===== src/design/sjlt_pkg.sv =====
// ----------------------------------------------------------------------------
// sjlt_pkg
// Types, codes and small arithmetic helpers for the joint trajectory block.
// ----------------------------------------------------------------------------
package sjlt_pkg;

    localparam int JOINT_FIELDS      = 6;
    localparam int DEF_JOINTS        = 6;
    localparam int DEF_MAX_WAYPOINTS = 256;
    localparam int QW                = 32;
    localparam int CFG_IDX_W         = 3;

    localparam logic [1:0] CMD_ADD    = 2'd0;
    localparam logic [1:0] CMD_CLOSE  = 2'd1;
    localparam logic [1:0] CMD_SAMPLE = 2'd2;

    localparam logic [1:0] ST_OK    = 2'd0;
    localparam logic [1:0] ST_RANGE = 2'd1;
    localparam logic [1:0] ST_FULL  = 2'd2;

    localparam logic [CFG_IDX_W-1:0] CFG_JOINTS   = 3'd0;
    localparam logic [CFG_IDX_W-1:0] CFG_VEL_BASE = 3'd1;

    localparam logic [2:0]    JOINTS_RESET = 3'd6;
    localparam logic [QW-1:0] VEL_RESET    = 32'h0001_0000;

    typedef struct packed {
        logic [1:0]        command;
        logic signed [31:0] joint_in_0;
        logic signed [31:0] joint_in_1;
        logic signed [31:0] joint_in_2;
        logic signed [31:0] joint_in_3;
        logic signed [31:0] joint_in_4;
        logic signed [31:0] joint_in_5;
        logic [31:0]       time_value;
    } req_t;

    typedef struct packed {
        logic [1:0]        status;
        logic signed [31:0] joint_out_0;
        logic signed [31:0] joint_out_1;
        logic signed [31:0] joint_out_2;
        logic signed [31:0] joint_out_3;
        logic signed [31:0] joint_out_4;
        logic signed [31:0] joint_out_5;
        logic [31:0]       segment_time;
    } res_t;

    typedef struct packed {
        logic              start;
        logic [2*QW-1:0]   dividend;
        logic [QW-1:0]     divisor;
    } div_req_t;

    typedef struct packed {
        logic              done;
        logic [QW-1:0]     quotient;
    } div_rsp_t;

    typedef enum logic [4:0] {
        S_IDLE,
        S_ADD_RD,
        S_ADD_LAT,
        S_JDIV,
        S_JWAIT,
        S_SEG_WR,
        S_CL_RD0,
        S_CL_RD1,
        S_CL_LAT,
        S_CL_DIV,
        S_CL_DWAIT,
        S_SM_RD,
        S_SM_CHK,
        S_SM_WRD0,
        S_SM_WRD1,
        S_SM_WLAT,
        S_SM_MUL,
        S_SM_POS,
        S_SM_END_RD,
        S_SM_END_LAT,
        S_DONE
    } state_t;

    // Unsigned add that sticks at all ones.
    function automatic logic [QW-1:0] sat_add32(input logic [QW-1:0] a, input logic [QW-1:0] b);
        logic [QW:0] s;
        s = {1'b0, a} + {1'b0, b};
        return s[QW] ? '1 : s[QW-1:0];
    endfunction

    // Magnitude of b - a; always fits in 32 bits.
    function automatic logic [QW-1:0] abs_delta(input logic signed [31:0] a,
                                                input logic signed [31:0] b);
        logic [QW:0] d;
        logic [QW:0] n;
        d = {b[31], b} - {a[31], a};
        n = -d;
        return d[QW] ? n[QW-1:0] : d[QW-1:0];
    endfunction

    // Start position moved by an unsigned increment, clamped to 32-bit signed.
    function automatic logic signed [31:0] sat_pos(input logic signed [31:0] a,
                                                   input logic [47:0] inc,
                                                   input logic down);
        logic [49:0] ax;
        logic [49:0] ix;
        logic [49:0] p;
        logic signed [31:0] r;
        ax = {{18{a[31]}}, a};
        ix = {2'b00, inc};
        p  = down ? (ax - ix) : (ax + ix);
        if (p[49:31] == '0 || p[49:31] == '1)
        begin
            r = p[31:0];
        end
        else if (p[49])
        begin
            r = 32'sh8000_0000;
        end
        else
        begin
            r = 32'sh7fff_ffff;
        end
        return r;
    endfunction

endpackage


===== src/design/sjlt_div.sv =====
// ----------------------------------------------------------------------------
// sjlt_div
// Radix-2 restoring divider, one quotient bit per cycle. The caller
// guarantees the quotient fits in 32 bits (upper dividend half below divisor).
// ----------------------------------------------------------------------------
module sjlt_div
    import sjlt_pkg::*;
(
    input  logic     clk,
    input  logic     rst_n,
    input  div_req_t dreq,
    output div_rsp_t drsp
);

    localparam int CNTW = $clog2(QW + 1);

    logic            busy_reg;
    logic            done_reg;
    logic [CNTW-1:0] cnt_reg;
    logic [QW-1:0]   rem_reg;
    logic [QW-1:0]   low_reg;
    logic [QW-1:0]   den_reg;

    logic [QW:0]     trial;
    logic            fits;

    assign trial = {rem_reg, low_reg[QW-1]};
    assign fits  = trial >= {1'b0, den_reg};

    always_ff @(posedge clk or negedge rst_n)
    begin
        if (!rst_n)
        begin
            busy_reg <= 1'b0;
            done_reg <= 1'b0;
            cnt_reg  <= '0;
        end
        else
        begin
            done_reg <= 1'b0;
            if (dreq.start)
            begin
                busy_reg <= 1'b1;
                cnt_reg  <= CNTW'(QW);
            end
            else if (busy_reg)
            begin
                cnt_reg <= cnt_reg - 1'b1;
                if (cnt_reg == CNTW'(1))
                begin
                    busy_reg <= 1'b0;
                    done_reg <= 1'b1;
                end
            end
        end
    end

    always_ff @(posedge clk)
    begin
        if (dreq.start)
        begin
            rem_reg <= dreq.dividend[2*QW-1:QW];
            low_reg <= dreq.dividend[QW-1:0];
            den_reg <= dreq.divisor;
        end
        else if (busy_reg)
        begin
            rem_reg <= fits ? QW'(trial - {1'b0, den_reg}) : trial[QW-1:0];
            low_reg <= {low_reg[QW-2:0], fits};
        end
    end

    assign drsp.done     = done_reg;
    assign drsp.quotient = low_reg;

endmodule


===== config.mk =====
export PLATFORM = sky130hd
export DESIGN_NAME = sjlt_div
export DESIGN_NICKNAME = d
export VERILOG_FILES = /design/src/design/sjlt_pkg.sv /design/src/design/sjlt_div.sv
export SDC_FILE = /design/constraint.sdc
export NUM_CORES = 1
export LEC_CHECK = 0
export ABC_CLOCK_PERIOD_IN_PS = 3200
export BUFFER_PORTS_ARGS = -buffer_cell sky130_fd_sc_hd__buf_4
export CELL_PAD_IN_SITES_DETAIL_PLACEMENT = 1
export CELL_PAD_IN_SITES_GLOBAL_PLACEMENT = 1
export CORE_AREA = 2 2 129 131
export DETAILED_ROUTE_END_ITERATION = 12
export DIE_AREA = 0 0 131 133
export PLACE_DENSITY_LB_ADDON = 0.1
export SETUP_SLACK_MARGIN = 0.1
export SYNTH_ARGS = -nofsm -noshare
export SYNTH_HDL_FRONTEND = slang
export SYNTH_SLANG_ARGS = --single-unit

===== constraint.sdc =====
create_clock -name clk -period 3.2 [get_ports clk]
set_input_delay 0 -clock clk [delete_from_list [all_inputs] [get_ports clk]]
set_output_delay 0 -clock clk [all_outputs]
set_load 0.01 [all_outputs]

==> flow_summary.ini <==
[worst_setup_path]
r2r_cells = 10
cp_data_arrival_time_ns = 3.11
required_ns = 3.32
cp_max_fo = 15
crit_type = flop to flop
r2r_start = rem_reg[20]
worst_path_largest_cell_delay_ns = 0.43
critPathSlowestCell = a311oi_4
critPathLaunchType = flop
cp_cell_sequence = ha_1 -> nand4_1 -> buf_4 -> nor4_2 -> nand3_1 -> a311oi_4 -> or2_1 -> buf_6 -> a21oi_1 -> mux2_2
r2r_slack_ns = 0.21
r2r_end = rem_reg[0]
critPathCaptureType = flop

[floorplan]
die_y_um = 133
die-area_um2 = 17420
start_util_pct = 39.07
row_count = 47
dieWidth_um = 131
io_pins = 132
core_um2 = 16170

[synth]
synthArstFlopShare_pct = 7.692
syn-num-nets = 727
synthMuxAreaShare_pct = 6.198
yosys.cell_types.count = 68
yosysWarningCount = 0
synth_seq_area_share_pct = 48.79
synth_top_family_by_area = compound AO/OA/AOI/OAI gates
synth_compound_area_share_pct = 16.24
synth-xor-area-share_pct = 3.327
synth_flop_cell = edfxtp_1
synth_enable_flop_cells = 96
syn_avg_cell_area_um2 = 10.66
ys_ff_latch = 104
synth-simple-area-share_pct = 13.72
synth_adder_area_share_pct = 7.050
netlist_area_um2 = 6319
syn_inst = 593

[outcome]
status = finished clean

[clock_tree]
cts_buffer_depth = 2
numCtsBuffers = 9
clock-sinks = 104
tritoncts = done
cts.clk_slew.worst_paths_ns = 0.08
clock_latency_ns = 0.37
clockRootBuffer = clkbuf_16
cts_max_level = 3

[hold_path]
min_to = rem_reg[31]
hp-class = input port to flop
hold_depth = 3
worstHoldStart = dreq[95]

[routing]
vias = 5458
wirelength_um = 19120
route.detailed.drc = 0
drt-initial-drc-count = 258
via_per_inst = 5.178
ant_nets = 0
wl_per_cell_um = 18.14
first_pass_iters = 5

[sta]
setup_viol = 0
hold_violations = 0
setup_ws_ns = 0.2122
fin_crit_ns = 2.988
clock_skew_ns = 0.01986
slew_headroom_pct = 60.20
rsz0062_at_grt = yes
hold_slack_ns = 0.01660
tightest_slew_ns = 0.5964
maxSlewViolCount = 0
finalCritPeriodShare_pct = 93.37
clock.fmax_ghz = 0.3347

[placement]
gp_congestion = 0.8210
placed_area_um2 = 7599
placed_cells = 939
io_buffers = 131
hpwl_um = 12750
dp_slack_ns = -0.04088

[global_route]
grt.overflow.total = 0
antenna_found_initial = 0
grt_pass1_vias = 6115
grt_usage_pct = 22.47
grt_pass1_wl_um = 30720
grt_max_degree = 38

[job]
drv_cap = 0

[layout]
fin_util_pct = 55.51
fin_nets = 963
antenna_cells = 0
nFillCells = 1766
final_area_um2 = 8977
final_cells = 1054
drive_gt1_share_pct = 29.14
area_growth_pct = 42.08

[power]
power.leakage_nw = 3.811
ir_worst_vdd_mv = 0.3913
pwr_density_cell_nw_per_um2 = 781.4
-- layout by cell type (no fill, tap or decap), types with 6 or more instances in the layout --
cell type,n
buf_4,153
edfxtp_1,96
dlygate4sd3_1,93
nand2_1,59
nor2_1,44
inv_1,42
mux2_2,33
a21oi_1,32
ha_1,28
o21ai_0,26
a31oi_1,20
xnor2_1,17
a21o_1,16
nand3_1,14
and3_1,11
nor3_1,11
clkbuf_16,9
dfrtp_1,8
xor2_1,7
nor2b_1,6
ha_2,6
-- repair_timing --
item	CTS	global route
pin swaps	0	8
hold endpoints to repair	99	0
endpoints found under the setup margin	2	25
setup buffers	0	6
gates resized for setup	2	25
hold buffers	93	0
gates cloned	0	0
-- power by group --
group	internal (mW)	switching, mW
Combinational	1.67	2.08
Sequential	1.92	0.221
Clock	0.550	0.573
-- area by class of cell --
class	count	area, um^2	share of cell area (%)
Clock inverter	6	56.30	0.6272
Sequential cell	104	3083	34.34
Timing Repair Buffer	249	2122	23.64
Tap cell	220	275.3	3.066
Clock buffer	10	229.0	2.551
Multi-Input combinational cell	422	3050	33.98
Inverter	43	161.4	1.798
-- critical path: cells and delay by family (launching register included) --
kind                     cells  cell delay (ns)
multiplexers                 1             0.26
AND/OR/NAND/NOR              4             0.79
adder cells (fa/ha/maj)      1             0.41
AO/OA/AOI/OAI                2             0.52
buffers and inverters        2             0.37
flip-flops                   1             0.40
-- cell usage after synthesis (all sizes together) (2+ instances only) --
library cell,count,area (um^2)
a211oi,3,27.52
xnor2,17,148.9
o2bb2ai,3,26.28
o21a,5,37.54
o21ai,32,160.2
nand2b,2,12.51
a2bb2oi,2,23.77
or3,5,36.28
a21oi,37,192.7
nand4,4,25.02
a221o,4,40.04
and3,12,80.08
mux2i,2,20.02
mux2,33,371.6
nand3,14,70.07
o2111ai,3,43.80
nand2,59,221.5
nor2,45,171.4
buf,13,92.58
o31ai,2,20.02
or2,3,18.77
xor2,7,61.31
o211ai,2,15.01
nor4,3,18.77
a31oi,21,131.4
and2,5,31.28
inv,43,161.4
o21bai,3,22.52
and4,3,28.78
clkbuf,11,41.29
a21boi,3,22.52
a311oi,3,43.80
ha,34,425.4
edfxtp,96,2883
nor3,15,80.08
nor2b,6,37.54
dfrtp,8,200.2
a21o,16,120.1
-- worst max path at each step --
stage                      startpoint     endpoint  slack [ns]  cells past startpoint
after global placement    low_reg[31]  rem_reg[28]        0.08                     12
final                     rem_reg[20]   rem_reg[0]        0.21                     10
after global routing      rem_reg[20]   rem_reg[0]        0.06                     10
after detailed placement  low_reg[31]  rem_reg[28]       -0.04                     12
after CTS                 low_reg[31]  rem_reg[28]        0.12                     12
after floorplan           low_reg[31]  rem_reg[28]        0.33                     12
-- cells by family after synthesis --
logic type                 count (synthesis)
AOI/OAI and AO/OA                        148
and+or+nand+nor                          180
adders and majority gates                 35
buffers and inverters                     67
muxes                                     35
xor gates and xnor gates                  24
DFF                                      104
-- routing by layer --
metal / routed length [um] / vias to the layer above / track usage, %
met5: 0 / - / 0
met4: 328 / 0 / 6.442
met3: 901 / 21 / 4.812
met2: 9591 / 123 / 38.89
met1: 8294 / 2657 / 28.01
li1: - / 2657 / -
-- metrics by stage --
step / TNS, ns / total power [mW]
floorplan: 0 / 4.566
global placement: 0 / 5.499
CTS: 0 / 6.854
global route: 0 / 7.536
detailed placement: -0.04088 / 5.595
finish: 0 / 7.015
(Power assumes the default switching activity.)
